<file path="src/design/vpi_pkg.sv">
// Package for the voxel palette indexer: the beat record that travels down
// the palette cell chain and the configuration register indexes.
// No dependencies.
package vpi_pkg;

	localparam logic [1:0] CFG_SWAP_RED_BLUE = 2'd0;
	localparam logic [1:0] CFG_EXTENT_X      = 2'd1;
	localparam logic [1:0] CFG_EXTENT_Y      = 2'd2;
	localparam logic [1:0] CFG_EXTENT_Z      = 2'd3;

	typedef struct packed {
		logic        valid;
		logic        active;
		logic [23:0] rgb;
		logic        hit;
		logic [7:0]  idx;
		logic        fresh;
		logic [23:0] addr;
		logic        last;
	} item_t;

endpackage

</file>
<file path="src/design/vpi_addr.sv">
// Scan position counters and the two-stage voxel address pipeline that feeds
// the palette cell chain. Depends on vpi_pkg.
module vpi_addr #(
	parameter int MAX_EXTENT = 256
) (
	input  logic          clk,
	input  logic          arst_n,
	input  logic          adv,
	input  logic          accept,
	input  logic          swap,
	input  logic [8:0]    extent_x,
	input  logic [8:0]    extent_y,
	input  logic [8:0]    extent_z,
	input  logic [7:0]    red,
	input  logic [7:0]    green,
	input  logic [7:0]    blue,
	input  logic [7:0]    alpha,
	output vpi_pkg::item_t item
);
	import vpi_pkg::*;

	localparam logic [8:0] EXT_MAX = 9'(MAX_EXTENT);

	logic [7:0]  x_q, y_q, z_q;
	logic [8:0]  ex, ey, ez;
	logic        last_x, last_y, last_z;
	logic [16:0] xy_s1, yz_s1;
	logic [7:0]  z_s1;
	logic [8:0]  ez_s1;
	logic        valid_s1, active_s1, last_s1;
	logic [23:0] rgb_s1;
	logic [23:0] prod;
	item_t       item_s2;

	function automatic logic [8:0] clamp(input logic [8:0] e);
		logic [8:0] r;
		r = e;
		if (e == 9'd0) r = 9'd1;
		else if (e > EXT_MAX) r = EXT_MAX;
		return r;
	endfunction

	assign ex = clamp(extent_x);
	assign ey = clamp(extent_y);
	assign ez = clamp(extent_z);
	assign last_x = ({1'b0, x_q} + 9'd1) >= ex;
	assign last_y = ({1'b0, y_q} + 9'd1) >= ey;
	assign last_z = ({1'b0, z_q} + 9'd1) >= ez;

	always_ff @(posedge clk or negedge arst_n) begin
		if (!arst_n) begin
			x_q <= '0;
			y_q <= '0;
			z_q <= '0;
		end else if (accept) begin
			if (!last_x) begin
				x_q <= x_q + 8'd1;
			end else begin
				x_q <= '0;
				if (!last_y) begin
					y_q <= y_q + 8'd1;
				end else begin
					y_q <= '0;
					z_q <= last_z ? 8'd0 : z_q + 8'd1;
				end
			end
		end
	end

	always_ff @(posedge clk or negedge arst_n) begin
		if (!arst_n) begin
			valid_s1 <= 1'b0;
		end else if (adv) begin
			valid_s1 <= accept;
		end
	end

	always_ff @(posedge clk) begin
		if (adv) begin
			xy_s1     <= 17'(x_q * ey);
			yz_s1     <= 17'(y_q * ez);
			z_s1      <= z_q;
			ez_s1     <= ez;
			active_s1 <= alpha != 8'd0;
			last_s1   <= last_x && last_y && last_z;
			rgb_s1    <= swap ? {blue, green, red} : {red, green, blue};
		end
	end

	assign prod = 24'(xy_s1 * ez_s1);

	always_ff @(posedge clk or negedge arst_n) begin
		if (!arst_n) begin
			item_s2 <= '0;
		end else if (adv) begin
			item_s2.valid  <= valid_s1;
			item_s2.active <= active_s1;
			item_s2.rgb    <= rgb_s1;
			item_s2.hit    <= 1'b0;
			item_s2.idx    <= '0;
			item_s2.fresh  <= 1'b0;
			item_s2.addr   <= prod + 24'(yz_s1) + 24'(z_s1);
			item_s2.last   <= last_s1;
		end
	end

	assign item = item_s2;

endmodule

</file>
<file path="config.mk">
export PLATFORM = sky130hd
export DESIGN_NAME = vpi_addr
export DESIGN_NICKNAME = d
export VERILOG_FILES = /design/src/design/vpi_pkg.sv /design/src/design/vpi_addr.sv
export SDC_FILE = /design/constraint.sdc
export NUM_CORES = 1
export LEC_CHECK = 0
export BUFFER_PORTS_ARGS = -buffer_cell sky130_fd_sc_hd__clkbuf_2
export CORE_ASPECT_RATIO = 0.75
export CORE_UTILIZATION = 40
export DETAILED_ROUTE_END_ITERATION = 10
export GPL_ROUTABILITY_DRIVEN = 0
export SLEW_MARGIN = 20
export SYNTH_ARGS = -nofsm -noshare
export SYNTH_HDL_FRONTEND = slang
export SYNTH_SLANG_ARGS = --single-unit
</file>
<file path="constraint.sdc">
create_clock -name clk -period 11.3 [get_ports clk]
set_input_delay 2.26 -clock clk [delete_from_list [all_inputs] [get_ports clk]]
set_output_delay 2.26 -clock clk [all_outputs]
set_load 0.05 [all_outputs]
</file>
After elaboration in Yosys (flattened, before gate mapping)
Index checks and enable logic that the tools add are counted.
Widths: inputs -> output; s select.
Operators by class
  add/subtract/negate cells: 8
  multipliers: 3
  magnitude comparators: 6
  muxes and demuxes: 10
  reductions and logical operators: 8
Operator list (count)
  $mux 9: 6
  $mul 8x9->17: 2
  $add 8x1->9 const B: 3
  $ge 9x9->1: 3
  $gt 9x9->1 const B: 3
  $logic_not 9->1: 3
  $add 24x17->24: 1
  $add 24x8->24: 1
  $add 8x1->8 const B: 3
  $mul 17x9->24: 1
  $mux 24: 1
  $mux 8: 3
  $reduce_bool 8->1: 1
  $reduce_and 3->1: 1
  $logic_and 1x1->1: 2
  $reduce_and 2->1: 1
Storage, ports and cells
  flip-flop bits (word level): 153
  output and inout port bits: 61
  word-level logic and storage cells: 51

Longest topological paths before layout
Gate-level depths: netlist of run 1.
  depth after elaboration: 6
  mapped depth: 21
  mapped depth without buffers: 20

Least setup slack after synthesis of run 1
No wires, ideal clock.
  path type: input to register
  start point: input port extent_z[4]
  end point: register yz_s1[15] (data pin)
  setup time: 0.261 ns
  arrival: 6.491 ns
  setup slack: 4.548 ns
  stages: 17
  path buffers: 0
  cells stage by stage: nor4_1 -> a21oi_1 -> nor2_1 -> nand2_1 -> fa_1 -> fa_1 -> inv_1 -> fa_1 -> inv_1 -> fa_1 -> inv_1 -> ha_1 -> a21boi_0 -> o211ai_1 -> a21oi_1 -> o2111a_1 -> a311o_1
Between the ends
  cells in the longest elaborated chain, start to end: 4
  elaborated cells on any way between the ends: 5
  classes of those cells: 1 x mul; 1 x order compare; 2 x mux; 1 x reduce/logical
Ends and longest elaborated chain
  start, declared: line vpi_addr.sv:13  | input logic [8:0] extent_z,
  $gt 9x9->1: line vpi_addr.sv:39  | else if (e > EXT_MAX) r = EXT_MAX;
  $mux 9: line vpi_addr.sv:39
  $mux 9 *: line vpi_addr.sv:38  | if (e == 9'd0) r = 9'd1;
  via ez[0]: line vpi_addr.sv:25  | logic [8:0] ex, ey, ez;
  $mul 8x9->17 *: line vpi_addr.sv:81  | yz_s1 <= 17'(y_q * ez);
  end signal, assigned: line vpi_addr.sv:81
  end, declared: line vpi_addr.sv:27  | logic [16:0] xy_s1, yz_s1;
Mark *: on every way through the listed nets, which the timed path passes. The rest lies on a longest branch.
A chain may end at the register's enable or synchronous reset.

Worst setup path after layout of run 1
Ends and elaborated chain as after synthesis.

==> out/qor.csv, run 1 <==
metric,value,unit
outcome,"finished, final reports clean",
die_h,179,um
ys_warn_count,0,
critPathRequiredTime,11.50,ns
layout_setup_ws,4.36,ns
worstSetupEndpointType,flip-flop,
wl_per_cell,15.5,um
critPathArrivalTime,7.14,ns
ant_nets,0,
final_common_cell,inv_1,
drive_gt1_frac,0.122,
diodes,0,
cts_tree,built,
rsz0062_at_grt,no,
grt.overflow.total,0,
clockBufferDepth,2,
drv_cap,0,
hold_ws,0.470,ns
fin_setup_tns,0,ns
port_buffers,114,
drtIter0Drc,532,
num_io_pins,125,
finalCritPeriodShare,0.614,
setup_violations,0,
post-route-min-period,6.94,ns
hold_viol_final,0,
dp_slack,3.96,ns
r2r-start,ez_s1[2],
grt_pass1_vias,12000,
vias,11300,
critPathLaunchType,input port,
cts_buffers,17,
synth.area.top_cells,"fa_1 (25%), edfxtp_1 (14%), ha_1 (12%)",
fmax,144,MHz
drc_errors,0,
min_path_type,flip-flop to flip-flop,
cp_max_fo,9,
hold_start,rgb_s1[12],
yosysUniqueCellTypes,60,
synth_top_area_cell,fa_1,
fin_nets,2201,
netlist_area,0.0168,mm2
rr_worst_depth,19,
worstMarginPinSlew,0.881,ns
path_class,input port to flip-flop,
layout_common_cells,"inv_1 (304), fa_1 (211), and2_1 (172)",
synth_edf_count,77,
grt_max_degree,65,
synth_top_area_share,0.251,
die_x,239,um
cts_max_level,4,
ys_ff_latch,153,
clkLatencyLatePin,0.45,ns
antenna_found_initial,1,
cts-resized-gates,0,
wirelength,36.2,mm
cts_setup_buffers,0,
holdPathStages,1,
synthCells,1687,
grt_use_total,0.179,
clkTransAtPathRegs,0.08,ns
hpwlAfterDp,28.3,mm
synth_ff_type,edfxtp_1,
grt_pass1_wl,61.1,mm
core_area,0.0411,mm2
vias_per_cell,4.83,
postCtsHoldBufs,0,
first_pass_iters,6,
avgSynthCellArea,9.96,um2
cts-root-buf,clkbuf_16,
start_util,0.409,
final_cells,2335,
crit_start,extent_z[4],
relSlewSlack,0.413,
maxSlewViolCount,0,
rows,64,
dieArea,0.0428,mm2
cts_num_sinks,153,
ys_seq_area_frac,0.251,
syn_to_final_growth,9.73,%
dp.cells,2303,
async_flop_share,0.497,
skew,0.0137,ns
-- cell usage after synthesis (16+ instances only) --
cell type    n
xnor2_1     42
edfxtp_1    77
nand3_1     20
clkbuf_1    53
o21ai_0     40
nor3_1      16
and3_1      17
dfrtp_1     76
nor2_1      42
and2_1     172
inv_1      304
ha_1       165
fa_1       211
a21oi_1     34
mux2_2      61
nand2_1    169
nor2b_1     21
a21o_1      20
-- per-layer routing --
metal | track usage | vias up | wire [um]
met4 | 0.0305 | 0 | 247
met2 | 0.280 | 207 | 15800
met5 | 0 | - | 0
met3 | 0.0264 | 16 | 1530
met1 | 0.266 | 5541 | 18600
li1 | - | 5517 | -
-- logic make-up (layout without fill, tap and decap cells) --
logic type	count (synthesis)	count (layout)	synth area share
adder cells (fa/ha/maj)	376	376	0.374
multiplexers	62	62	0.0415
buffers and inverters	377	455	0.0865
other	1	10	0.000223
flip-flops	153	153	0.251
XOR/XNOR	57	57	0.0297
AND/OR/NAND/NOR	492	492	0.151
AO/OA/AOI/OAI	169	169	0.0665
-- worst paths after layout --
kind / slack (ns) / endpoint
min in group asynchronous: 1.74 / item[43]
worst max register to register: 5.41 / item[23]
worst min register to register: 0.47 / item[47]
max in group asynchronous: 8.54 / y_q[4]
worst max-delay path: 4.36 / yz_s1[15]
worst min-delay path: 0.47 / item[47]
-- area by class of cell --
class,count,area (um2)
sequential,153,4210
timing repair buffer,117,598
multi-input combinational,1166,11200
fill,3920,22600
tap,561,702
clock buffer,17,425
inverter,306,1150
clock inverter,15,180
-- state kept, by name, summed over array words and instances, names as in the netlist, 8 cells and up --
register / flops
ez_s1: 9
item: 51
rgb_s1: 24
x_q: 8
xy_s1: 17
y_q: 8
yz_s1: 17
z_q: 8
z_s1: 8
-- critical path, stage by stage --
cell      delay [ns]
clkbuf_2        0.09
nor4_1          0.29
a21oi_1         0.13
nor2_1          0.46
nand2_1         0.16
fa_1            0.53
fa_1            0.54
inv_1           0.05
fa_1            0.53
inv_1           0.06
fa_1            0.53
inv_1           0.04
ha_1            0.32
a21boi_0        0.36
o211ai_1        0.17
a21oi_1         0.20
nor2_1          0.10
a311o_1         0.31
-- through the flow --
| stage | instance area, um2 | util |
|---|---|---|
| finish | 18400 | 0.449 |
| global route | 18400 | 0.449 |
| CTS | 18400 | 0.449 |
| detailed placement | 17800 | 0.434 |
| global placement | 17800 | 0.434 |
| floorplan | 16800 | - |
Power of run 1 is not shown: default switching activity piles up to over one toggle a cycle in this logic, so the estimate is an artifact.
==> run 2: changes to the inputs <==
clock period = 6.7 ns   (was 11.3 ns; I/O delays follow)
==> run 2 against run 1 <==
  * Sequential share of layout area decreased by 0.14 points
  * Critical endpoint is now item[24]
  * Highest routed layer unchanged
  * Via count is 2.0% higher
  * Critical path type is now flip-flop to flip-flop
  * Core utilization is 0.29 points higher
  * Setup slack got worse by 3.5 ns
==> out/qor.csv, run 2 (synthesis results as in run 1) <==
metric,value,unit,change
cts-root-buf,clkbuf_16,,unchanged
min_path_type,flip-flop to flip-flop,,unchanged
vias_per_cell,4.90,,was 4.83
fin_nets,2214,,was 2201
hold_viol_final,0,,unchanged
rsz0062_at_grt,no,,unchanged
crit_start,ez_s1[3],,was extent_z[4]
critPathRequiredTime,7.03,ns,was 11.50 ns
die_x,239,um,unchanged
worstSetupEndpointType,flip-flop,,unchanged
final_common_cell,inv_1,,unchanged
cts_max_level,4,,unchanged
hold_start,rgb_s1[12],,unchanged
cts-resized-gates,0,,unchanged
drc_errors,0,,unchanged
rows,64,,unchanged
cts_buffers,17,,unchanged
grt.overflow.total,0,,unchanged
antenna_found_initial,0,,was 1
first_pass_iters,5,,was 6
cts_num_sinks,153,,unchanged
dp_slack,0.508,ns,was 3.96 ns
postCtsHoldBufs,0,,unchanged
critPathLaunchType,flip-flop,,was input port
cts_setup_buffers,0,,unchanged
layout_common_cells,"inv_1 (304), fa_1 (211), and2_1 (172)",,unchanged
cts_tree,built,,unchanged
worstMarginPinSlew,0.888,ns,was 0.881 ns
drtIter0Drc,558,,was 532
grt_pass1_wl,61.1,mm,about the same
multiInputGateArea,0.0112,mm2,unchanged
clockBufferDepth,2,,unchanged
skew,0.0175,ns,was 0.0137 ns
hpwlAfterDp,28.4,mm,was 28.3 mm
ant_nets,0,,unchanged
diodes,0,,unchanged
drive_gt1_frac,0.128,,was 0.122
setup_violations,0,,unchanged
fillerInstances,3898,,was 3920
drv_cap,0,,unchanged
register_area,0.00421,mm2,unchanged
num_io_pins,125,,unchanged
syn_to_final_growth,10.4,%,was 9.73%
largest_register_ffs,51,,unchanged
grt_max_degree,68,,was 65
wl_per_cell,15.4,um,was 15.5 um
vias,11500,,was 11300
post-route-min-period,5.85,ns,
core_area,0.0411,mm2,unchanged
cp_max_fo,17,,was 9
path_class,flip-flop to flip-flop,,was input port to flip-flop
finish.utilization,0.452,,was 0.449
wirelength,36.3,mm,was 36.2 mm
clkTransAtPathRegs,0.08,ns,about the same
port_buffers,114,,unchanged
holdPathStages,1,,unchanged
fin_setup_tns,0,ns,unchanged
r2r-start,ez_s1[3],,was ez_s1[2]
grt_use_total,0.178,,was 0.179
critPathArrivalTime,6.18,ns,was 7.14 ns
dieArea,0.0428,mm2,unchanged
die_h,179,um,unchanged
clkLatencyLatePin,0.45,ns,about the same
start_util,0.409,,unchanged
grt_pass1_vias,12000,,about the same
maxSlewViolCount,0,,unchanged
fmax,171,MHz,
outcome,"finished, final reports clean",,unchanged
layout_setup_ws,0.847,ns,was 4.36 ns
dp.cells,2316,,was 2303
rr_worst_depth,18,,was 19
finalCritPeriodShare,0.874,,
relSlewSlack,0.408,,was 0.413
final_cells,2348,,was 2335
==> run 2: cell types whose count changed in the layout (fill, tap and decap cells not counted) <==
cell	change
clkinvlp_4	-1
inv_12	-1
clkinv_4	-1
buf_4	+13
bufinv_16	+1
inv_8	+2
==> run 2: area by class of cell <==
type	instances	share of cell area
clock buffer	17	0.0229
clock inverter	15	0.0108
inverter	306	0.0619
multi-input combinational	1166	0.602
sequential	153	0.227
tap	561	0.0378
timing repair buffer	130	0.0375
==> run 2: stage by stage <==
| step | hold slack, ns | area (um2) |
|---|---|---|
| 3_3_place_gp | 0.456 | 17900 |
| 2_1_floorplan | 0.439 | 16800 |
| 4_1_cts | 0.475 | 18600 |
| 6_report | 0.473 | 18600 |
| 3_5_place_dp | 0.465 | 17900 |
| 5_1_grt | 0.489 | 18600 |
==> run 2: final timing paths <==
path / endpoint / slack, ns
max in group asynchronous: item[0] / 4.86
worst min-delay path: item[47] / 0.47
min in group asynchronous: item[50] / 0.83
worst max-delay path: item[24] / 0.85
worst max register to register: item[24] / 0.85
worst min register to register: item[47] / 0.47
==> run 2: per-layer routing <==
metal	track usage	part of all wire
met4	0.0313	0.0086
met1	0.269	0.51
met2	0.270	0.43
met5	0	0
met3	0.0301	0.046
==> run 2: worst max-delay path, stage by stage (launching register included) <==
cell      delay (ns)
edfxtp_1        0.69
and2_1          0.29
fa_1            0.54
inv_1           0.05
fa_1            0.54
inv_1           0.06
fa_1            0.50
fa_1            0.55
inv_1           0.06
fa_1            0.52
inv_1           0.04
ha_1            0.34
nand3_1         0.09
nor3_1          0.30
o21ai_0         0.23
a21o_1          0.25
and3b_1         0.18
o211a_1         0.22
a221o_1         0.26
Power of run 2 is left out for the same reason.
