$ cat src/design/vpi_pkg.sv
// Package for the voxel palette indexer: the beat record that travels down
// the palette cell chain and the configuration register indexes.
// No dependencies.
package vpi_pkg;

	localparam logic [1:0] CFG_SWAP_RED_BLUE = 2'd0;
	localparam logic [1:0] CFG_EXTENT_X      = 2'd1;
	localparam logic [1:0] CFG_EXTENT_Y      = 2'd2;
	localparam logic [1:0] CFG_EXTENT_Z      = 2'd3;

	typedef struct packed {
		logic        valid;
		logic        active;
		logic [23:0] rgb;
		logic        hit;
		logic [7:0]  idx;
		logic        fresh;
		logic [23:0] addr;
		logic        last;
	} item_t;

endpackage

$ cat src/design/vpi_cell.sv
// One palette cell: holds one palette entry and its occupancy, matches or
// claims the entry for the passing beat and hands it on. Depends on vpi_pkg.
module vpi_cell #(
	parameter int INDEX = 1
) (
	input  logic           clk,
	input  logic           arst_n,
	input  logic           adv,
	input  vpi_pkg::item_t item_i,
	output vpi_pkg::item_t item_o
);
	import vpi_pkg::*;

	logic        used_q;
	logic [23:0] color_q;
	item_t       item_q;
	item_t       item_next;
	logic        looking, match, claim;

	assign looking = item_i.valid && item_i.active && !item_i.hit;
	assign match   = looking && used_q && (color_q == item_i.rgb);
	assign claim   = looking && !used_q;

	always_comb begin
		item_next = item_i;
		if (match || claim) begin
			item_next.hit = 1'b1;
			item_next.idx = 8'(INDEX);
		end
		if (claim) begin
			item_next.fresh = 1'b1;
		end
	end

	always_ff @(posedge clk or negedge arst_n) begin
		if (!arst_n) begin
			used_q <= 1'b0;
		end else if (adv && claim) begin
			used_q <= 1'b1;
		end
	end

	always_ff @(posedge clk) begin
		if (adv && claim) begin
			color_q <= item_i.rgb;
		end
	end

	always_ff @(posedge clk or negedge arst_n) begin
		if (!arst_n) begin
			item_q <= '0;
		end else if (adv) begin
			item_q <= item_next;
		end
	end

	assign item_o = item_q;

endmodule

$ cat config.mk
export PLATFORM = sky130hd
export DESIGN_NAME = vpi_cell
export DESIGN_NICKNAME = d
export VERILOG_FILES = /design/src/design/vpi_pkg.sv /design/src/design/vpi_cell.sv
export SDC_FILE = /design/constraint.sdc
export NUM_CORES = 1
export LEC_CHECK = 0
export BUFFER_PORTS_ARGS = -buffer_cell sky130_fd_sc_hd__clkbuf_2
export CELL_PAD_IN_SITES_DETAIL_PLACEMENT = 1
export CELL_PAD_IN_SITES_GLOBAL_PLACEMENT = 1
export CORE_ASPECT_RATIO = 0.75
export CORE_UTILIZATION = 35
export DETAILED_ROUTE_END_ITERATION = 8
export GPL_ROUTABILITY_DRIVEN = 0
export PLACE_DENSITY_LB_ADDON = 0.1
export SLEW_MARGIN = 20
export SYNTH_ARGS = -nofsm -noshare
export SYNTH_HDL_FRONTEND = slang
export SYNTH_SLANG_ARGS = --single-unit
$ cat constraint.sdc
create_clock -name clk -period 2.83 [get_ports clk]
set_input_delay 0.566 -clock clk [delete_from_list [all_inputs] [get_ports clk]]
set_output_delay 0.566 -clock clk [all_outputs]
set_load 0.02 [all_outputs]
* After elaboration in Yosys (flattened, before gate mapping)
Index checks and enable logic that the tools add are counted.
Storage, ports and cells: word-level logic and storage cells 22, bits in writable memories 0, latch bits 0, input bits 64, memory bits (read-only) 0, output and inout bits 61, memories 0, bits in registers 86
Cells by class: div/mod/pow operators 0, reductions and logical operators 9, muxes and demuxes 2, shift-type cells 0, equal/unequal tests 1, multipliers 0, add/subtract/negate cells 0, bitwise operators 0, order comparisons 0
Operators by type and width (number):
- 24-bit equality test | 1
- 9-bit two-way mux | 1
- 1-bit logical AND | 6
- 1-bit zero test | 2
- 1-bit logical OR | 1
- 1-bit two-way mux | 1

* Depth between registers and ports, before layout
Gate-level depths: netlist of the first run.
word-level depth 6, gate-level depth with buffers 5, gate-level depth less buffers 4

* Worst setup path before layout of the first run
OpenSTA, ideal clock, no wires.
path type input -> register, start point input port adv, end point register color_q[0], enable pin, arrival time 2.984 ns, stages 3, setup time 0.442 ns, path buffers 2, slack -0.596 ns, data required time 2.388 ns, cell sequence clkbuf_1 -> clkbuf_1 -> nor3b_1
On the way: word-level cells in the longest chain between the ends 1
Ends and longest elaborated chain:
- start: declaration | line vpi_cell.sv:8 | input logic adv,
- 1-bit logical AND | line vpi_cell.sv:44 | if (adv && claim) begin
- end signal: assignment | line vpi_cell.sv:45 | color_q <= item_i.rgb;
- end: declaration | line vpi_cell.sv:15 | logic [23:0] color_q;
Every way passes these cells. A chain may end at the register's enable or synchronous reset.

* Worst setup path in the final report of the first run
start point input port item_i[34] (netlist bit), end point register item_q, in the netlist item_o[27]
On the way: word-level cells in the longest chain between the ends 6, elaborated cells on any way between the ends 7, classes of those cells mux (1); reduce/logical (6)
Ends and longest elaborated chain:
- start: declaration | line vpi_cell.sv:9 | input vpi_pkg::item_t item_i,
- 1-bit zero test * | line vpi_cell.sv:20 | assign looking = item_i.valid && item_i.active && !item_i.hit;
- 1-bit logical AND * | line vpi_cell.sv:20
- 1-bit logical AND (2 in a row) | line vpi_cell.sv:21 | assign match = looking && used_q && (color_q == item_i.rgb);
- 1-bit logical OR * | line vpi_cell.sv:26 | if (match || claim) begin
- 9-bit two-way mux * | line vpi_cell.sv:26
- end signal: assignment | line vpi_cell.sv:53 | item_q <= item_next;
- end: declaration | line vpi_cell.sv:16 | item_t item_q;
Mark *: on every way between the ends. The rest lies on a longest branch, timed or not.

==> results of run 1 <==
synthesized netlist by cell type, drive strengths merged (2+ instances only):
cell / number
xor2: 3
xnor2: 21
clkbuf: 7
dfrtp: 62
nand4: 4
mux2: 51
inv: 3
nor2: 3
nor2b: 7
edfxtp: 24
nor4: 10
a21oi: 17
a21o: 2
cell type report:
type / instances / area [µm²] / area share [%]
Sequential cell: 86 / 2270 / 49.7
Multi-Input combinational cell: 125 / 1110 / 24.4
Timing Repair Buffer: 130 / 666 / 14.6
Clock buffer: 15 / 320 / 7.00
Tap cell: 128 / 160 / 3.50
Clock inverter: 1 / 30.0 / 0.656
Inverter: 3 / 11.3 / 0.246
metrics by stage:
| stage | util (%) | instance area, µm² |
|---|---|---|
| after CTS | 49.3 | 4570 |
| after detailed placement | 45.6 | 4220 |
| after global placement | 45.6 | 4220 |
| after floorplan | - | 3420 |
| final | 49.3 | 4570 |
| after global routing | 49.3 | 4570 |
cells by family after synthesis:
| logic type | count (synthesis) | synth area share [%] |
|---|---|---|
| compound gates | 20 | 3.15 |
| flops | 86 | 66.5 |
| simple gates | 30 | 6.19 |
| xor+xnor | 24 | 6.15 |
| mux | 51 | 16.8 |
| buf+inv | 11 | 1.24 |
power groups by stage:
| stage | combinational, µW | clock (µW) | sequential, µW |
|---|---|---|---|
| after global routing | 490 | 1430 | 1440 |
| after detailed placement | 456 | 0 | 1450 |
| after global placement | 450 | 0 | 1450 |
| after floorplan | 145 | 0 | 1550 |
| final | 448 | 1320 | 1430 |
| after CTS | 458 | 1370 | 1430 |
metal layers:
layer  GRT usage (%)  share of wire, %
met2            25.3                46
met1            21.2                46
met4            6.88               1.5
met3            5.74               6.2
met5               0                 0
state kept, by name, indices dropped and copies added (netlist names):
name	flops
color_q	24
used_q	1
item_o	61
worst max-delay path, delay by kind of cell:
family	cells	cell delay (ps)
compound gates	1	150
simple gates	3	1290
buf+inv	1	90
final timing paths:
kind / startpoint / endpoint / cells after the start
max: item_i[34] / item_o[27]$_DFFE_PN0P_ / 5
min: arst_n / item_o[13]$_DFFE_PN0P_ / 2
max reg2reg: color_q[12]$_DFFE_PP_ / item_o[27]$_DFFE_PN0P_ / 4
min reg2reg: item_o[13]$_DFFE_PN0P_ / item_o[13]$_DFFE_PN0P_ / 1
max in group asynchronous: arst_n / item_o[42]$_DFFE_PN0P_ / 2
min in group clk: item_i[25] / item_o[25]$_DFFE_PN0P_ / 3
==> metrics, run 1 <==
CP peak stage delay=560 ps; CP Cell Sequence=clkbuf_2, nand3b_4, or4_4, nor4_4, a21oi_1; WP data arrival=2090 ps; Setup CP Type=in2reg; cell taking the most area after synthesis=dfrtp_1; Peak VDD IR=0.387 mV; Tcrit/Tclk final=roughly 67%; Max Root-Sink Buffers=2; fin crit period=about 1900 ps; Pwr Total=3190 µW; Clk pwr share=41.3%; post-synth top area share=45.4%; Via Count=about 2300; Layout area overhead=33.8%; dominant synthesized flop cell=dfrtp_1; Port Buffers=between 100 and 150; wire per inst=15.4 µm; Ys Warns=0; WP data required=slightly above 3000 ps; detailed-route wire length=7.50 mm; Num CTS Buffers=9; Die W=roughly 120 µm; global-route wire length before repair=12.1 mm; fraction of layout cells with a size suffix above 1=55.8%; largest net degree at the start of global routing=39; Setup Skew=6.08 ps; Ant. Diodes=0; unique cell type count in the Yosys netlist=22; switch share=24.0%; # clock sinks=86; clk root buf=clkbuf_16; initial antenna violation count=0; Initial Util=36.9%; maximum operating frequency=525 MHz; post-DR vias/cell=between 4 and 5; setup_tns=0 ps; final net count=419; Async SR Flop Fraction=72.1%; Routed Antenna Nets=0; setup slack after layout=924 ps; crit path max fanout=9; synthesized flop and latch total=86; Max Slew Vio Count=0; Syn Inst Count=around 220; hold crit path type=in2async; Fill cells=979; DIE AREA=10200 µm²; Post-synth EDFFs=24; Static Leak=a little over 0.002 µW; Clock Pin Slew Worst Setup and Hold Paths=60 ps; Placed Cells=roughly 470; number of remaining DRC errors=0; switching pwr=766 µW; H-tree depth=3; final cell count without fillers=488; FF-to-FF setup slack=930 ps; Skew-Pair Late Insertion Delay=340 ps; Post-Syn Area=3420 µm²; # hold bufs at CTS=0; highest-count cells in the layout ignoring fill and taps=clkbuf_2 (123), dfrtp_1 (62), mux2_2 (51); pwr/cell area=698 nW/µm²; top-level I/O count=125; commonest non-fill, non-tap cell in the layout=clkbuf_2; sequential power share=between 40% and 50%; CTS tree=yes; GRT overflow=0; critical path's slowest cell=or4_4; Die Y=87.6 µm; status=finished clean; Synth area leaders=dfrtp_1 (45%), edfxtp_1 (21%), mux2_2 (17%), xnor2_1 (5.4%), a21oi_1 (2.5%); hold_ws=228 ps; total core area=9270 µm²; post_cts resized=0; GRT Util Overall=16.4%; Max-Cap Viols=0; Avg Cell Area, Syn=15.4 µm²; sequential area share after synthesis=between 60% and 70%; Post-DP HPWL=5.41 mm; Final Setup Violations=0; post-place setup slack=about 550 ps; final hold vios=0; Slew Limit Headroom=63.6%; row cnt=30; Combinational Power Share=14.0%; TritonRoute pass-1 iters=4; Critical Path End Type=flip-flop; Worst setup SP type=input pin; syn_nets=286; vias in the first global route=2302; Slew @ Worst Pin=541 ps; P_int=2430 µW; DRT iter0 DRCs=32; RSZ-0062 raised after global routing=no; Post CTS Setup Buffer Count=0
(Power assumes the default switching activity.)
==> run 2, diff against run 1 <==
==> constraint.sdc (replaced) <==
create_clock -name clk -period 1.7 [get_ports clk]
set_input_delay 0.34 -clock clk [delete_from_list [all_inputs] [get_ports clk]]
set_output_delay 0.34 -clock clk [all_outputs]
set_load 0.02 [all_outputs]
==> metrics, run 2 (synthesis results as in run 1) <==
initial antenna violation count=0 (unchanged); Initial Util=36.9% (unchanged); Setup CP Type=reg2reg; clk root buf=clkbuf_16; max reg flops=61 (unchanged); WP data required=1900 ps (-1120 ps); DIE AREA=10200 µm² (unchanged); Port Buffers=124 (unchanged); H-tree depth=3 (unchanged); GRT Util Overall=16.2% (-0.27 points); # clock sinks=86 (unchanged); Clock Pin Slew Worst Setup and Hold Paths=60 ps (about the same); post-DR vias/cell=4.71 (+1.1%); Static Leak=0.00204 µW (-0.24%); Worst R2R Start=color_q[12]$_DFFE_PP_; global-route wire length before repair=12.2 mm (+0.97%); Layout area overhead=33.8% (about the same); detailed-route wire length=7.59 mm (+1.2%); # hold bufs at CTS=0 (unchanged); Slew Limit Headroom=72.3% (+8.6 points); highest-count cells in the layout ignoring fill and taps=clkbuf_2 (123), dfrtp_1 (62), mux2_2 (51); post-layout util=49.3% (about the same); FF-to-FF path depth=5 (+1); TritonRoute pass-1 iters=4 (unchanged); maximum operating frequency=601 MHz; Peak VDD IR=0.582 mV (+50%); Finished Cell Area=4570 µm² (about the same); GRT overflow=0 (unchanged); final net count=423 (+0.95%); Die W=116 µm (unchanged); Tcrit/Tclk final=a little over nine tenths; Die Y=87.6 µm (unchanged); Max Root-Sink Buffers=2 (unchanged); RSZ-0062 raised after global routing=yes; CTS tree=yes; worst setup path startpoint=color_q[12]$_DFFE_PP_; Max-Cap Viols=0 (unchanged); total core area=9270 µm² (unchanged); CP endpoint=item_o[28]$_DFFE_PN0P_; Via Count=2317 (+1.9%); number of remaining DRC errors=0 (unchanged); hold crit path type=in2async; Critical Path End Type=flip-flop; vias in the first global route=2432 (+5.6%); DRT iter0 DRCs=98 (+210%); top-level I/O count=125 (unchanged); Slew @ Worst Pin=415 ps (-126 ps); Post-DP HPWL=5.54 mm (+2.5%); pwr/cell area=1080 nW/µm² (+55%); FF-to-FF setup slack=40 ps (-890 ps); largest net degree at the start of global routing=63 (+62%); wire per inst=15.4 µm (+0.40%); fraction of layout cells with a size suffix above 1=56.0% (+0.21 points); area of placed instances=4290 µm² (+1.6%); commonest non-fill, non-tap cell in the layout=clkbuf_2; WP data arrival=1870 ps (-220 ps); Final Setup Violations=0 (unchanged); Ant. Diodes=0 (unchanged); Routed Antenna Nets=0 (unchanged); final hold vios=0 (unchanged); fin crit period=1660 ps; r2r endpoint=item_o[28]$_DFFE_PN0P_; Worst setup SP type=flip-flop; Setup Skew=5.10 ps (-0.976 ps); status=finished clean; Skew-Pair Late Insertion Delay=330 ps (about the same); Num CTS Buffers=9 (unchanged); row cnt=30 (unchanged); Max Slew Vio Count=0 (unchanged); crit path max fanout=9 (unchanged)
[run 2: power by group]
part	internal, µW	switching (µW)
clock	1060	746
sequential	2290	85.2
combinational	327	436
total	3680	1270
[run 2: timing repair]
item                                    CTS  global route
endpoints found under the setup margin    1             9
resized for setup                         1             0
pin swaps                                 0             0
buffers inserted                          0             0
[run 2: routing by layer]
metal	GRT usage (%)	vias up	share of wire [%]
li1	-	1077	-
met1	20.2	1149	44
met2	26.2	80	48
met3	5.95	11	6.7
met4	5.01	0	1.1
met5	0	-	0
[run 2: final cells by class]
cell class | count | area [µm²]
clock buffer | 12 | 256
clock inverter | 4 | 21.3
fill | 994 | 4700
inverter | 3 | 11.3
multi-input combinational | 125 | 1110
sequential | 86 | 2270
tap | 128 | 160
timing repair buffer | 134 | 737
[run 2: critical path, stage by stage, from the launching register on]
cell	delay (ps)
edfxtp_1	370
xor2_1	150
or4_4	520
nor4_4	240
buf_6	180
a21oi_1	70
[run 2: through the flow]
| stage | setup TNS, ps | hold WS, ps | setup slack (ps) | total power (µW) | instances |
|---|---|---|---|---|---|
| after floorplan | -289 | 44.4 | -12.0 | 2840 | 222 |
| final | 0 | 26.1 | 35.2 | 4940 | 492 |
| after global placement | -474 | 381 | -59.0 | 3170 | 476 |
| after global routing | -397 | 49.9 | -59.3 | 5180 | 492 |
| after CTS | 0 | 28.8 | 20.3 | 5030 | 492 |
| after detailed placement | -824 | 383 | -102 | 3190 | 476 |
[run 2: how the worst min path moves through the flow]
stage / to / depth (start not counted) / slack (ps)
final: item_o[13]$_DFFE_PN0P_ / 2 / 30
after global routing: item_o[12]$_DFFE_PN0P_ / 2 / 50
after CTS: item_o[13]$_DFFE_PN0P_ / 2 / 30
after detailed placement: item_o[13]$_DFFE_PN0P_ / 2 / 380
after global placement: item_o[13]$_DFFE_PN0P_ / 2 / 380
after floorplan: item_o[0]$_DFFE_PN0P_ / 0 / 40
==> run 3, diff against run 2 <==
--- a/config.mk
+++ b/config.mk
@@ -12,7 +12,8 @@
 export CORE_UTILIZATION = 35
 export DETAILED_ROUTE_END_ITERATION = 8
 export GPL_ROUTABILITY_DRIVEN = 0
-export PLACE_DENSITY_LB_ADDON = 0.1
+export HOLD_SLACK_MARGIN = 0.06
+export PLACE_DENSITY = 0.76
 export SLEW_MARGIN = 20
 export SYNTH_ARGS = -nofsm -noshare
 export SYNTH_HDL_FRONTEND = slang
==> metrics, run 3 (synthesis results as in run 1) <==
number of remaining DRC errors=0 (unchanged); Ant. Diodes=0 (unchanged); H-tree depth=3 (unchanged); largest net degree at the start of global routing=63 (unchanged); Routed Antenna Nets=0 (unchanged); post-place setup slack=-110 ps (-7.73 ps); hold crit path type=in2reg; pwr/cell area=1120 nW/µm² (+3.8%); Pwr Total=5170 µW (+4.6%); Skew-Pair Late Insertion Delay=340 ps (about the same); Die W=116 µm (unchanged); TritonRoute pass-1 iters=4 (unchanged); setup slack after layout=45.0 ps (+9.78 ps); Reg area=2270 µm² (unchanged); Via Count=2321 (+0.17%); Finished Cell Area=4610 µm² (+0.77%); global-route wire length before repair=12.6 mm (+2.9%); fin crit period=1660 ps (-9.78 ps); maximum operating frequency=604 MHz (+0.59%); WP data arrival=1880 ps (about the same); crit path max fanout=4 (-5); Num CTS Buffers=9 (unchanged); GRT Util Overall=16.6% (+0.43 points); area of placed instances=4260 µm² (-0.64%); wire per inst=15.7 µm (+2.0%); Multi-input gate area=1120 µm² (+0.34%); vias in the first global route=2569 (+5.6%); WP data required=1920 ps (+20 ps); # clock sinks=86 (unchanged); Port Buffers=124 (unchanged); Post-DP HPWL=5.64 mm (+1.7%); clk root buf=clkbuf_16; Worst setup SP type=flip-flop; Die Y=87.6 µm (unchanged); r2r endpoint=item_o[33]$_DFFE_PN0P_; total core area=9270 µm² (unchanged); Static Leak=0.00206 µW (+1.0%); FF-to-FF path depth=5 (unchanged); CTS tree=yes; Max-Cap Viols=0 (unchanged); max reg flops=61 (unchanged); Max Root-Sink Buffers=2 (unchanged); RSZ-0062 raised after global routing=yes; detailed-route wire length=7.76 mm (+2.2%); top-level I/O count=125 (unchanged); CP Cell Sequence=xor2_1, or4_4, nor4_4, buf_4, a21oi_1; GRT overflow=0 (unchanged); initial antenna violation count=0 (unchanged); Hold Path Origin=item_i[56]; Initial Util=36.9% (unchanged); final hold vios=0 (unchanged); FF-to-FF setup slack=40 ps (about the same); critical path's slowest cell=or4_4; commonest non-fill, non-tap cell in the layout=clkbuf_2; Critical Path End Type=flip-flop; Setup Skew=8.83 ps (+3.73 ps); Slew @ Worst Pin=409 ps (-6.22 ps); Max Slew Vio Count=0 (unchanged); final net count=424 (+0.24%); Tcrit/Tclk final=97.4% (-0.58 points); DIE AREA=10200 µm² (unchanged); Worst R2R Start=color_q[12]$_DFFE_PP_; Layout area overhead=34.8%; Peak VDD IR=0.614 mV (+5.5%); status=finished clean; Slew Limit Headroom=72.7% (+0.41 points); row cnt=30 (unchanged); Setup CP Type=reg2reg; Final Setup Violations=0 (unchanged); setup_tns=0 ps (unchanged); CP peak stage delay=520 ps (about the same); DRT iter0 DRCs=105 (+7.1%); Min-Delay Endpoint=color_q[21]$_DFFE_PP_; Fill cells=984 (-1.0%); highest-count cells in the layout ignoring fill and taps=clkbuf_2 (123), dfrtp_1 (62), mux2_2 (51); fraction of layout cells with a size suffix above 1=56.2% (+0.12 points); WHS Path Cells=1; Clock Pin Slew Worst Setup and Hold Paths=60 ps (about the same); post-DR vias/cell=4.71 (about the same)
## run 3: area by class of cell
class                           count  share of cell area (%)
Clock buffer                       13                    5.89
Clock inverter                      3                   0.869
Multi-Input combinational cell    125                    24.3
Timing Repair Buffer              135                    15.9
Sequential cell                    86                    49.3
Inverter                            3                   0.244
Tap cell                          128                    3.48
## run 3: report_power, final
part           internal (µW)  switching [µW]
combinational            325             439
sequential              2290            86.4
clock                   1260             766
## run 3: through the flow
step	hold WS [ps]	instances	utilization, %
after floorplan	44.4	222	-
after global placement	378	474	46.0
after detailed placement	380	474	46.0
after CTS	208	491	49.5
after global routing	213	493	49.7
final	221	493	49.7
## run 3: worst max path at each step
stage                     startpoint                endpoint  slack, ps
2_1_floorplan                    adv    color_q[0]$_DFFE_PP_        -10
3_3_place_gp              item_i[47]  item_o[28]$_DFFE_PN0P_        -50
3_5_place_dp              item_i[47]  item_o[32]$_DFFE_PN0P_       -110
4_1_cts        color_q[12]$_DFFE_PP_  item_o[32]$_DFFE_PN0P_        0.7
5_1_grt        color_q[12]$_DFFE_PP_  item_o[26]$_DFFE_PN0P_        -30
6_report       color_q[12]$_DFFE_PP_  item_o[33]$_DFFE_PN0P_         40
## run 3: what timing repair did
action                                 in CTS  in global routing
hold buffers                                1                  0
setup buffers                               0                  1
resized for setup                           1                  2
cloned                                      0                  1
pin swaps                                   0                  2
endpoints found under the hold margin      62                  0
setup endpoints to repair                   8                  8
## run 3: metal layers
metal	up-vias	wire length [µm]	part of all wire, %	track usage, %
li1	1076	-	-	-
met1	1156	3420	44	20.3
met2	78	3680	47	26.8
met4	0	131	1.7	6.99
met3	11	523	6.7	5.81
met5	-	0	0	0
## run 3: critical path: cells and delay by family, from the launching register on
family,cells,cell delay (ps)
and+or+nand+nor,2,740
buffers and inverters,1,200
DFF,1,380
xor gates and xnor gates,1,150
AOI/OAI and AO/OA,1,60
