--- config.mk ---
export PLATFORM = sky130hd
export DESIGN_NAME = vpi_out_flat
export DESIGN_NICKNAME = d
export VERILOG_FILES = /design/src/design/vpi_pkg.sv /design/src/design/vpi_if.sv /design/src/design/vpi_out.sv /design/src/flat_wrapper.sv
export SDC_FILE = /design/constraint.sdc
export NUM_CORES = 1
export LEC_CHECK = 0
export BUFFER_PORTS_ARGS = -buffer_cell sky130_fd_sc_hd__buf_2
export CORE_MARGIN = 4
export CORE_UTILIZATION = 43
export DETAILED_ROUTE_END_ITERATION = 8
export GPL_TIMING_DRIVEN = 1
export PLACE_DENSITY = 0.79
export SLEW_MARGIN = 40
export SYNTH_ARGS = -nofsm -noshare
export SYNTH_HDL_FRONTEND = slang
export SYNTH_SLANG_ARGS = --single-unit
--- constraint.sdc ---
create_clock -name clk -period 3.18 [get_ports clk]
set_input_delay 0.318 -clock clk [delete_from_list [all_inputs] [get_ports clk]]
set_output_delay 0.318 -clock clk [all_outputs]
set_load 0.005 [all_outputs]
--- src/design/vpi_pkg.sv ---
// Package for the voxel palette indexer: the beat record that travels down
// the palette cell chain and the configuration register indexes.
// No dependencies.
package vpi_pkg;

	localparam logic [1:0] CFG_SWAP_RED_BLUE = 2'd0;
	localparam logic [1:0] CFG_EXTENT_X      = 2'd1;
	localparam logic [1:0] CFG_EXTENT_Y      = 2'd2;
	localparam logic [1:0] CFG_EXTENT_Z      = 2'd3;

	typedef struct packed {
		logic        valid;
		logic        active;
		logic [23:0] rgb;
		logic        hit;
		logic [7:0]  idx;
		logic        fresh;
		logic [23:0] addr;
		logic        last;
	} item_t;

endpackage

--- src/design/vpi_if.sv ---


interface vpi_out_if;
	logic        valid;
	logic        ready;
	logic        store;
	logic [23:0] voxel_address;
	logic [7:0]  palette_index;
	logic        new_entry;
	logic [7:0]  entry_red;
	logic [7:0]  entry_green;
	logic [7:0]  entry_blue;
	logic        palette_full;
	logic        last_voxel;

	modport source (output valid, store, voxel_address, palette_index, new_entry,
		entry_red, entry_green, entry_blue, palette_full, last_voxel, input ready);
	modport sink (input valid, store, voxel_address, palette_index, new_entry,
		entry_red, entry_green, entry_blue, palette_full, last_voxel, output ready);
endinterface

--- src/design/vpi_out.sv ---
// Output register stage: keeps the sticky palette-full flag, forms the result
// beat and drives the stall for the whole chain. Depends on vpi_pkg, vpi_if.
module vpi_out (
	input  logic           clk,
	input  logic           arst_n,
	input  vpi_pkg::item_t item,
	output logic           adv,
	vpi_out_if.source      result
);
	import vpi_pkg::*;

	logic valid_q, err_q, err_next, store;

	assign adv      = !valid_q || result.ready;
	assign err_next = err_q || (item.valid && item.active && !item.hit);
	assign store    = item.active && item.hit && !err_q;

	always_ff @(posedge clk or negedge arst_n) begin
		if (!arst_n) begin
			valid_q <= 1'b0;
			err_q   <= 1'b0;
		end else if (adv) begin
			valid_q <= item.valid;
			if (item.valid) begin
				err_q <= err_next;
			end
		end
	end

	always_ff @(posedge clk) begin
		if (adv && item.valid) begin
			result.store         <= store;
			result.voxel_address <= item.addr;
			result.palette_index <= store ? item.idx : 8'd0;
			result.new_entry     <= store && item.fresh;
			result.entry_red     <= store ? item.rgb[23:16] : 8'd0;
			result.entry_green   <= store ? item.rgb[15:8] : 8'd0;
			result.entry_blue    <= store ? item.rgb[7:0] : 8'd0;
			result.palette_full  <= err_next;
			result.last_voxel    <= item.last;
		end
	end

	assign result.valid = valid_q;

endmodule

--- src/flat_wrapper.sv ---
// flat-port wrapper written by rule: the top's interface ports become plain ports
module vpi_out_flat import vpi_pkg::*;
  (clk, arst_n, item, adv, result_valid, result_store, result_voxel_address, result_palette_index, result_new_entry, result_entry_red, result_entry_green, result_entry_blue, result_palette_full, result_last_voxel, result_ready);
  vpi_out_if result_i ();
  input  logic clk;
  input  logic arst_n;
  input  vpi_pkg::item_t item;
  output logic adv;
  output wire logic [$bits(result_i.valid)-1:0] result_valid;
  output wire logic [$bits(result_i.store)-1:0] result_store;
  output wire logic [$bits(result_i.voxel_address)-1:0] result_voxel_address;
  output wire logic [$bits(result_i.palette_index)-1:0] result_palette_index;
  output wire logic [$bits(result_i.new_entry)-1:0] result_new_entry;
  output wire logic [$bits(result_i.entry_red)-1:0] result_entry_red;
  output wire logic [$bits(result_i.entry_green)-1:0] result_entry_green;
  output wire logic [$bits(result_i.entry_blue)-1:0] result_entry_blue;
  output wire logic [$bits(result_i.palette_full)-1:0] result_palette_full;
  output wire logic [$bits(result_i.last_voxel)-1:0] result_last_voxel;
  input wire logic [$bits(result_i.ready)-1:0] result_ready;
  assign result_valid = result_i.valid;
  assign result_store = result_i.store;
  assign result_voxel_address = result_i.voxel_address;
  assign result_palette_index = result_i.palette_index;
  assign result_new_entry = result_i.new_entry;
  assign result_entry_red = result_i.entry_red;
  assign result_entry_green = result_i.entry_green;
  assign result_entry_blue = result_i.entry_blue;
  assign result_palette_full = result_i.palette_full;
  assign result_last_voxel = result_i.last_voxel;
  assign result_i.ready = result_ready;
  vpi_out u_core (.clk(clk), .arst_n(arst_n), .item(item), .adv(adv), .result(result_i));
endmodule
After elaboration in Yosys (flattened, before gate mapping). Index checks and enable logic that the tools add are counted.

Reductions and logical operators: 12.

Operator list (count): logical AND 1 bit (6); zero test 1 bit (3); logical OR 1 bit (2); AND reduction 2 bit (1).

Bits of input ports: 64. Register bits after elaboration: 62. Word-level logic and storage cells: 23.

Depth between registers and ports, before layout. Gate-level depths: netlist (run 1).

Word-level depth: 3. Depth in mapped cells: 3. Depth with buffers taken out: 2.

Worst setup path after synthesis (run 1). OpenSTA, ideal clock, no wires.

Kind: reg2reg. Start: register u_core.valid_q, in the netlist u_core.result.valid. End: register u_core.result.entry_blue[0] (netlist bit) (enable). Path slack: 0.792 ns. Arrival: 1.964 ns. Library setup time: 0.424 ns. Clock period less this slack: 2.388 ns. Stages on the path, launching flop included: 3. Required time: 2.756 ns. Path buffers: 0. Path through: dfrtp_1 > nand2b_1 > and2_1.

Word-level cells in the longest chain between the ends: 3.

RTL lines: from (decl) (line vpi_out.sv:12) `logic valid_q, err_q, err_next, store;`; from (signal assigned) (line vpi_out.sv:23) `valid_q <= item.valid;`; zero test 1 bit (line vpi_out.sv:14) `assign adv = !valid_q || result.ready;`; logical OR 1 bit (line vpi_out.sv:14); via adv (line flat_wrapper.sv:8) `output logic adv;`; logical AND 1 bit (line vpi_out.sv:31) `if (adv && item.valid) begin`; to (signal assigned) (line vpi_out.sv:38) `result.entry_blue <= store ? item.rgb[7:0] : 8'd0;`; to (decl) (line vpi_if.sv:17) `entry_red, entry_green, entry_blue, palette_full, last_voxel, input ready);`.

The timed path passes the listed nets, and every way through them passes these cells. A chain may end at the register's enable or synchronous reset.

Worst setup path in the final report (run 1).
Start: register u_core.valid_q, in the netlist u_core.result.valid. End: register u_core.result.voxel_address[11] (enable).

Word-level cells in the longest chain between the ends: 3.

RTL lines: zero test 1 bit (line vpi_out.sv:14); logical OR 1 bit (line vpi_out.sv:14); logical AND 1 bit (line vpi_out.sv:31); to (signal assigned) (line vpi_out.sv:33) `result.voxel_address <= item.addr;`; to (decl) (line vpi_if.sv:16) `modport source (output valid, store, voxel_address, palette_index, new_entry,`.

No other way between the ends.

==> impl_metrics.tcl, run 1 <==
set metrics [dict create \
    status "finished, final reports clean" \
    avgViaCountPerCell 4.23 \
    routabilityCongestion 0.766 \
    cts_setup_buffers 0 \
    regArea_um2 1850 \
    areaGrowthSynthToFinish_pct 41.2 \
    die_width_um 79.6 \
    crit_fanout 32 \
    preCtsSetupSlack_ns 1.40 \
    die_h_um 79.6 \
    nFillCells 375 \
    dieArea_um2 6340 \
    place_hpwl_mm 3.11 \
    global_routing_usage_summed_across_all_routing_layers_pct 13.4 \
    detailroute.via_count 1316 \
    cts_buffer_depth 2 \
    postRouteWirelength_mm 4.21 \
    report.final.setup_viol 0 \
    power.static_leakage_nw 1.38 \
    instances_no_fill 311 \
    worstSetupPathType "register to register" \
    critPathRequiredTime_ns 3.20 \
    synth_area_per_cell_um2 21.0 \
    drt-wirelength-per-cell_um 13.5 \
    max_clock_freq_mhz 583 \
    design.portCount 126 \
    port_buffers 125 \
    sequential_area_share_after_synthesis_pct 83.9 \
    multi_input_comb_area_um2 319 \
    synth_cells 105 \
    unrepaired_setup_endpoints_after_global_routing "no" \
    wire_length_of_the_first_global_routing_pass_mm 6.05 \
    timing.critical_path.arrival_ns 1.74 \
    dpl.cell_count 295 \
    irDropWorstVdd_v 0.000404 \
    finalWorstPathRequiredPeriod_ns 1.72 \
    gr-total-overflow 0 \
    final_nets 304 \
    timing_max_transition_violations_final 0 \
    clk_transition_reported_paths_ns 0.07 \
    clock_latency_ns 0.32 \
    post_synth_instance_area_um2 2210 \
    synth.yosys.warnings 0 \
    antenna_left 0 \
    hold_violations 0 \
    number_of_antenna_violations_at_the_first_check_in_global_routing 0 \
    worst_setup_path_end_kind "register" \
    syn-num-nets 169 \
    worst_hold_path_type "primary input to register" \
    cts_tree "done" \
    remaining_drc_errors 0 \
    worst_pin_slew_ns 0.669 \
    placeableCoreArea_um2 4850 \
    cp-start-kind "register" \
    setup_total_negative_slack_ns 0 \
    drive_gt1_share_pct 69.7 \
    cts_buffer_count 9 \
    numClockSinks 62 \
    fin_ws_ns 1.46 \
    cts.htree.levels 3 \
    cts-root-buf "sky130_fd_sc_hd__clkbuf_8" \
    power_density_nw_per_um2 566 \
    n_antenna_cell 0 \
    grt_start_max_net_pins 35 \
    number_of_cell_rows 25 \
    slew_headroom_pct 55.4 \
    post_synth_num_cell_types 11 \
    finalCritPeriodShare_pct 54.0 \
    grt_pass1_vias 1303 \
    maxCapViolations 0 \
    number_of_storage_elements_in_the_synthesis_netlist 62 \
    initial_core_util_pct 45.5 \
    largest_clock_skew_in_the_final_design_ns 0.00721 \
    drt_pass1_iterations 2 \
    drt_iter0_drc 31 \
    fin_util_pct 64.3 \
]
final timing paths:
| path | startpoint | endpoint | slack (ns) | depth (start not counted) |
|---|---|---|---|---|
| max | u_core.result.valid | u_core.result.voxel_address[11] | 1.46 | 3 |
| min reg2reg | u_core.err_q | u_core.err_q | 0.50 | 1 |
| max in group asynchronous | arst_n | u_core.result.valid | 2.76 | 2 |
| max reg2reg | u_core.result.valid | u_core.result.voxel_address[11] | 1.46 | 3 |
| min in group asynchronous | arst_n | u_core.err_q | 0.32 | 2 |
| min | item[5] | u_core.result.voxel_address[4] | 0.16 | 1 |
Yosys cell counts:
cell type / count / area (µm²)
sky130_fd_sc_hd__edfxtp_1: 60 / 1800
sky130_fd_sc_hd__and2_4: 23 / 201
sky130_fd_sc_hd__and2_1: 7 / 43.8
sky130_fd_sc_hd__and2_2: 4 / 30.0
sky130_fd_sc_hd__buf_6: 3 / 33.8
sky130_fd_sc_hd__dfrtp_1: 2 / 50.1
sky130_fd_sc_hd__nand2b_1: 2 / 12.5
sky130_fd_sc_hd__a31o_2: 1 / 8.76
sky130_fd_sc_hd__a41o_2: 1 / 11.3
sky130_fd_sc_hd__and3b_2: 1 / 10.0
sky130_fd_sc_hd__inv_1: 1 / 3.75
what timing repair did:
item / in CTS / in global routing
resized for setup: 0 / 0
endpoints found under the hold margin: 2 / 0
hold buffers: 1 / 0
endpoints found under the setup margin: 0 / 0
flip-flops by register name (all words and copies together), names as in the netlist:
register	flops
u_core.result.entry_blue	8
u_core.result.store	1
u_core.result.entry_green	8
u_core.err_q	1
u_core.result.new_entry	1
u_core.result.palette_index	8
u_core.result.entry_red	8
u_core.result.palette_full	1
u_core.result.valid	1
u_core.result.last_voxel	1
u_core.result.voxel_address	24
final cells by class:
cell class / instances / share of cell area [%]
clock buffer: 9 / 3.98
timing repair buffer: 127 / 21.0
sequential: 62 / 59.4
multi-input combinational: 39 / 10.2
clock inverter: 6 / 2.49
inverter: 1 / 0.120
tap: 67 / 2.69
power by group:
| part | switching (mW) | internal (mW) |
|---|---|---|
| logic | 0.0539 | 0.0608 |
| registers | 0.00853 | 0.938 |
| clock network | 0.275 | 0.428 |
per-layer routing:
layer	vias to the layer above	share of wire (%)	global-route usage, %
met5	-	0	0
met4	0	2.3	9.28
met3	10	14	6.77
met2	83	47	20.7
met1	570	36	14.2
li1	653	-	-
cells by family after synthesis:
| family | Yosys count | synth area share [%] |
|---|---|---|
| compound gates | 2 | 0.907 |
| buf+inv | 4 | 1.70 |
| flops | 62 | 83.9 |
| simple gates | 37 | 13.5 |
layout by cell type, fill, tap and decap left out:
master	Yosys	layout
sky130_fd_sc_hd__edfxtp_1	60	60
sky130_fd_sc_hd__buf_12	0	1
sky130_fd_sc_hd__clkbuf_8	0	9
sky130_fd_sc_hd__and2_4	23	23
sky130_fd_sc_hd__a31o_2	1	1
sky130_fd_sc_hd__a41o_2	1	1
sky130_fd_sc_hd__buf_2	0	125
sky130_fd_sc_hd__clkinv_1	0	2
sky130_fd_sc_hd__inv_1	1	1
sky130_fd_sc_hd__and2_1	7	6
sky130_fd_sc_hd__bufinv_16	0	2
sky130_fd_sc_hd__dlygate4sd3_1	0	1
sky130_fd_sc_hd__nand2b_1	2	2
sky130_fd_sc_hd__clkinv_2	0	2
sky130_fd_sc_hd__and2_2	4	5
sky130_fd_sc_hd__dfrtp_1	2	2
sky130_fd_sc_hd__and3b_2	1	1
worst max-delay path: stages (launching register included):
cell and delay [ns]:
sky130_fd_sc_hd__dfrtp_1 0.37, sky130_fd_sc_hd__nand2b_1 0.13, sky130_fd_sc_hd__and2_2 0.61, sky130_fd_sc_hd__buf_12 0.28
per-stage QoR:
step	cell area [µm²]	power, mW	hold WS, ns
final	3120	1.76	0.162
after global routing	3120	1.83	0.146
after CTS	3120	1.79	0.146
after detailed placement	2900	1.08	0.109
after global placement	2900	1.08	0.105
after floorplan	2210	0.993	0.0224
Note: power is estimated with default switching activity, not from simulation.
==> run 2: changes to the inputs <==
==> constraint.sdc (replaced) <==
create_clock -name clk -period 1.6 [get_ports clk]
set_input_delay 0.16 -clock clk [delete_from_list [all_inputs] [get_ports clk]]
set_output_delay 0.16 -clock clk [all_outputs]
set_load 0.005 [all_outputs]
==> impl_metrics.tcl, run 2 (synthesis gave the netlist of run 1 again) <==
set metrics [dict create \
    largest_clock_skew_in_the_final_design_ns 0.00796 \
    initial_core_util_pct 45.5 \
    place_hpwl_mm 3.30 \
    ctsResizeCount 0 \
    seq_power_share_pct 56.6 \
    rrSetupSlack_ns 0.22 \
    remaining_drc_errors 0 \
    fin_ws_ns 0.217 \
    design.portCount 126 \
    postRouteWirelength_mm 4.56 \
    power.share.combinational_pct 8.0 \
    preCtsSetupSlack_ns 0.225 \
    cts-root-buf "sky130_fd_sc_hd__clkbuf_8" \
    worst_hold_path_type "primary input to register" \
    largest_register_ffs 24 \
    grt_start_max_net_pins 35 \
    multi_input_comb_area_um2 320 \
    timing.critical_path.arrival_ns 1.57 \
    swShare_pct 19.9 \
    power.clock.fraction_pct 35.3 \
    gr-total-overflow 0 \
    number_of_antenna_violations_at_the_first_check_in_global_routing 0 \
    final_nets 320 \
    drt-wirelength-per-cell_um 13.9 \
    number_of_cell_rows 25 \
    drt_pass1_iterations 2 \
    die_h_um 79.6 \
    worst_pin_slew_ns 0.550 \
    areaGrowthSynthToFinish_pct 47.6 \
    cts_setup_buffers 0 \
    maxCapViolations 0 \
    dieArea_um2 6340 \
    drt_iter0_drc 36 \
    finalCritPeriodShare_pct 86.4 \
    cts_buffer_depth 2 \
    wire_length_of_the_first_global_routing_pass_mm 6.76 \
    port_buffers 125 \
    antenna_left 0 \
    most_used_cells_in_the_layout_excluding_fill_and_tap_cells "sky130_fd_sc_hd__buf_2 (125), sky130_fd_sc_hd__edfxtp_1 (60), sky130_fd_sc_hd__and2_4 (24)" \
    finalHoldWorstSlack_ns 0.0191 \
    timing_max_transition_violations_final 0 \
    regArea_um2 1850 \
    nFillCells 360 \
    worstSetupPathType "register to register" \
    grt_pass1_vias 1464 \
    r2r_end "u_core.result.entry_green[3]" \
    reg2regPathDepth 2 \
    placeableCoreArea_um2 4850 \
    detailroute.via_count 1407 \
    p_switching_mw 0.661 \
    fin_util_pct 67.2 \
    worst_setup_path_end_kind "register" \
    setup_total_negative_slack_ns 0 \
    max_clock_freq_mhz 723 \
    cts_buffer_count 9 \
    power.static_leakage_nw 1.44 \
    hold_violations 0 \
    finalWorstPathRequiredPeriod_ns 1.38 \
    drive_gt1_share_pct 65.1 \
    report.final.setup_viol 0 \
    largest-register "u_core.result.voxel_address" \
    slew_headroom_pct 63.3 \
    p_int_mw 2.66 \
    critPathRequiredTime_ns 1.79 \
    crit_fanout 34 \
    mostFrequentLayoutCell "sky130_fd_sc_hd__buf_2" \
    cts_tree "done" \
    clk_transition_reported_paths_ns 0.06 \
    die_width_um 79.6 \
    irDropWorstVdd_v 0.000555 \
    n_antenna_cell 0 \
    cp-start-kind "register" \
    startpoint "u_core.err_q" \
    numClockSinks 62 \
    routabilityCongestion 0.700 \
    avgViaCountPerCell 4.29 \
    cts.htree.levels 3 \
    global_routing_usage_summed_across_all_routing_layers_pct 14.9 \
    status "finished, final reports clean" \
    r2r-start "u_core.err_q" \
    worstSetupEndpoint "u_core.result.entry_green[3]" \
    power_density_nw_per_um2 1020 \
    clock_latency_ns 0.32 \
    unrepaired_setup_endpoints_after_global_routing "no" \
]
## run 2: timing repair
item,in CTS,in global routing
hold buffers,16,0
endpoints found under the setup margin,0,0
endpoints found under the hold margin,17,0
## run 2: metrics by stage
step	cells	cell area, µm²	power (mW)
finish	328	3260	3.32
global route	328	3260	3.48
CTS	328	3260	3.37
detailed placement	296	2930	2.16
global placement	296	2930	2.15
floorplan	105	2210	1.97
## run 2: layout make-up
cell class / instances / share of cell area [%]
inverters: 1 / 0.115
well taps: 67 / 2.57
flip-flops and latches: 62 / 56.9
clock inverters: 1 / 0.154
repair buffers: 143 / 25.4
multi-input cells: 39 / 9.83
clock buffers: 15 / 5.11
## run 2: power by group through the flow
stage	clock network (mW)	logic [mW]	registers (mW)
after detailed placement	0	0.242	1.92
final	1.18	0.268	1.88
after floorplan	0	0.0414	1.93
after global placement	0	0.239	1.91
after CTS	1.22	0.273	1.88
after global routing	1.30	0.295	1.89
## run 2: critical path: stages, from the launching register on
cell                      delay [ns]
sky130_fd_sc_hd__dfrtp_1        0.39
sky130_fd_sc_hd__and3b_2        0.61
sky130_fd_sc_hd__and2_2         0.24
## run 2: worst min path at each step
stage / cells after the start / from / slack, ns / end
after global routing: 1 / item[14] / 0.0007 / u_core.result.voxel_address[13]
after CTS: 1 / item[24] / 0.0001 / u_core.result.voxel_address[23]
after floorplan: 0 / arst_n / -0.14 / u_core.err_q
final: 1 / item[21] / 0.02 / u_core.result.voxel_address[20]
after detailed placement: 1 / arst_n / -0.05 / u_core.result.valid
after global placement: 1 / arst_n / -0.05 / u_core.result.valid
## run 2: per-layer routing
| metal | global-route usage (%) | vias to the layer above | wire length [µm] |
|---|---|---|---|
| met5 | 0 | - | 0 |
| met4 | 9.79 | 0 | 66 |
| met3 | 7.79 | 6 | 653 |
| met2 | 24.5 | 85 | 2240 |
| met1 | 14.4 | 630 | 1600 |
| li1 | - | 686 | - |
==> run 3: changes to the inputs <==
--- a/config.mk
+++ b/config.mk
@@ -6,11 +6,10 @@
 export NUM_CORES = 1
 export LEC_CHECK = 0
 export BUFFER_PORTS_ARGS = -buffer_cell sky130_fd_sc_hd__buf_2
-export CORE_MARGIN = 4
-export CORE_UTILIZATION = 43
+export CORE_UTILIZATION = 46
 export DETAILED_ROUTE_END_ITERATION = 8
 export GPL_TIMING_DRIVEN = 1
-export PLACE_DENSITY = 0.79
+export PLACE_DENSITY = 0.83
 export SLEW_MARGIN = 40
 export SYNTH_ARGS = -nofsm -noshare
 export SYNTH_HDL_FRONTEND = slang
==> constraint.sdc (replaced) <==
create_clock -name clk -period 1.8 [get_ports clk]
set_input_delay 0.18 -clock clk [delete_from_list [all_inputs] [get_ports clk]]
set_output_delay 0.18 -clock clk [all_outputs]
set_load 0.005 [all_outputs]
==> impl_metrics.tcl, run 3 (synthesis gave the netlist of run 1 again) <==
set metrics [dict create \
    status "finished, violations left" \
    violations "DRC" \
    power_density_nw_per_um2 1000 \
    hold_violations 0 \
    setup_total_negative_slack_ns 0 \
    clk_transition_reported_paths_ns 0.07 \
    startpoint "u_core.err_q" \
    ctsResizeCount 0 \
    largest_register_ffs 24 \
    r2r-start "u_core.err_q" \
    p_switching_mw 0.589 \
    gr-total-overflow 0 \
    postRouteWirelength_mm 4.18 \
    global_routing_usage_summed_across_all_routing_layers_pct 17.8 \
    cts_buffer_count 9 \
    report.final.setup_viol 0 \
    final_nets 305 \
    grt_pass1_vias 1335 \
    finalCritPeriodShare_pct 76.5 \
    drt_pass1_iterations 7 \
    irDropWorstVdd_v 0.000508 \
    number_of_antenna_violations_at_the_first_check_in_global_routing 0 \
    n_antenna_cell 0 \
    rrSetupSlack_ns 0.42 \
    die_h_um 71.3 \
    timing.critical_path.arrival_ns 1.56 \
    worstSetupPathType "register to register" \
    grt_start_max_net_pins 40 \
    wire_length_of_the_first_global_routing_pass_mm 6.38 \
    max_clock_freq_mhz 726 \
    crit_fanout 34 \
    critPathRequiredTime_ns 1.99 \
    port_buffers 125 \
    r2r_end "u_core.result.entry_green[4]" \
    dieArea_um2 5080 \
    finalWorstPathRequiredPeriod_ns 1.38 \
    whs_path_depth 1 \
    routabilityCongestion 0.695 \
    die_width_um 71.3 \
    cts_tree "done" \
    cts_buffer_depth 2 \
    worst_pin_slew_ns 0.546 \
    cts.htree.levels 3 \
    antenna_left 0 \
    dpl.cell_count 281 \
    power.clock.fraction_pct 39.8 \
    slew_headroom_pct 63.6 \
    seq_power_share_pct 53.6 \
    swShare_pct 18.9 \
    placeableCoreArea_um2 4470 \
    min_delay_worst_endpoint "u_core.result.voxel_address[11]" \
    power.share.combinational_pct 6.6 \
    detailroute.via_count 1360 \
    timing_max_transition_violations_final 0 \
    number_of_cell_rows 24 \
    largest_clock_skew_in_the_final_design_ns 0.00483 \
    largest-register "u_core.result.voxel_address" \
    areaGrowthSynthToFinish_pct 40.8 \
    numClockSinks 62 \
    cts_setup_buffers 0 \
    drt_iter0_drc 70 \
    p_int_mw 2.53 \
    cp-start-kind "register" \
    avgViaCountPerCell 4.56 \
    mostFrequentLayoutCell "sky130_fd_sc_hd__buf_2" \
    unrepaired_setup_endpoints_after_global_routing "no" \
    remaining_drc_errors 13 \
    instances_no_fill 298 \
    initial_core_util_pct 49.3 \
    worst_setup_path_end_kind "register" \
    maxCapViolations 0 \
    power.static_leakage_nw 1.38 \
    reg2regPathDepth 2 \
    clock_latency_ns 0.31 \
    worst_hold_path_type "primary input to register" \
    most_used_cells_in_the_layout_excluding_fill_and_tap_cells "sky130_fd_sc_hd__buf_2 (125), sky130_fd_sc_hd__edfxtp_1 (60), sky130_fd_sc_hd__and2_4 (23)" \
    cts-root-buf "sky130_fd_sc_hd__clkbuf_8" \
    drive_gt1_share_pct 69.1 \
    drt-wirelength-per-cell_um 14.0 \
    place_hpwl_mm 3.07 \
    design.portCount 126 \
    hold_start "item[12]" \
    postCtsHoldBufs 1 \
]
-- run 3: cell types whose count changed in the layout (fill, tap and decap cells not counted), sizes merged --
cell / change
dlygate4sd3: -15
bufinv: +2
clkinv: +3
clkbuf: -5
-- run 3: per-stage QoR --
stage | utilization [%] | power, mW | setup slack [ns] | instance area, µm² | hold slack [ns]
2_1_floorplan | - | 1.75 | 0.0652 | 2210 | -0.116
3_3_place_gp | 64.7 | 1.90 | 0.453 | 2890 | -0.0324
3_5_place_dp | 64.7 | 1.91 | 0.382 | 2890 | -0.0321
4_1_cts | 69.4 | 3.16 | 0.367 | 3110 | 0.0152
5_1_grt | 69.4 | 3.24 | 0.315 | 3110 | 0.000789
6_report | 69.4 | 3.12 | 0.423 | 3110 | 0.0327
-- run 3: layout make-up --
cell class / count / area, µm²
Clock buffer: 10 / 128
Timing Repair Buffer: 128 / 663
Inverter: 1 / 3.75
Fill cell: 308 / 1370
Multi-Input combinational cell: 39 / 319
Tap cell: 52 / 65.1
Sequential cell: 62 / 1850
Clock inverter: 6 / 76.3
-- run 3: how the worst max path moves through the flow --
stage,endpoint,cells after the start
final,u_core.result.entry_green[4],2
after global routing,u_core.result.entry_green[4],2
after CTS,u_core.result.entry_green[4],2
after detailed placement,u_core.result.entry_green[4],2
after global placement,u_core.result.entry_green[3],2
after floorplan,u_core.result.entry_blue[0],2
-- run 3: power by group through the flow --
stage,registers [mW],clock network (mW),logic [mW]
final,1.67,1.24,0.205
after global routing,1.68,1.34,0.224
after CTS,1.67,1.27,0.208
after detailed placement,1.70,0,0.206
after global placement,1.70,0,0.202
after floorplan,1.72,0,0.0357
-- run 3: critical path, cell delays in order, from the launching register on --
cell	delay, ns
sky130_fd_sc_hd__dfrtp_1	0.39
sky130_fd_sc_hd__and3b_2	0.60
sky130_fd_sc_hd__and2_2	0.24
-- run 3: routing by layer --
layer | wire (µm) | track usage (%)
met4 | 108 | 12.7
met1 | 1470 | 18.2
met3 | 395 | 5.34
met5 | 0 | 0
met2 | 2210 | 31.1
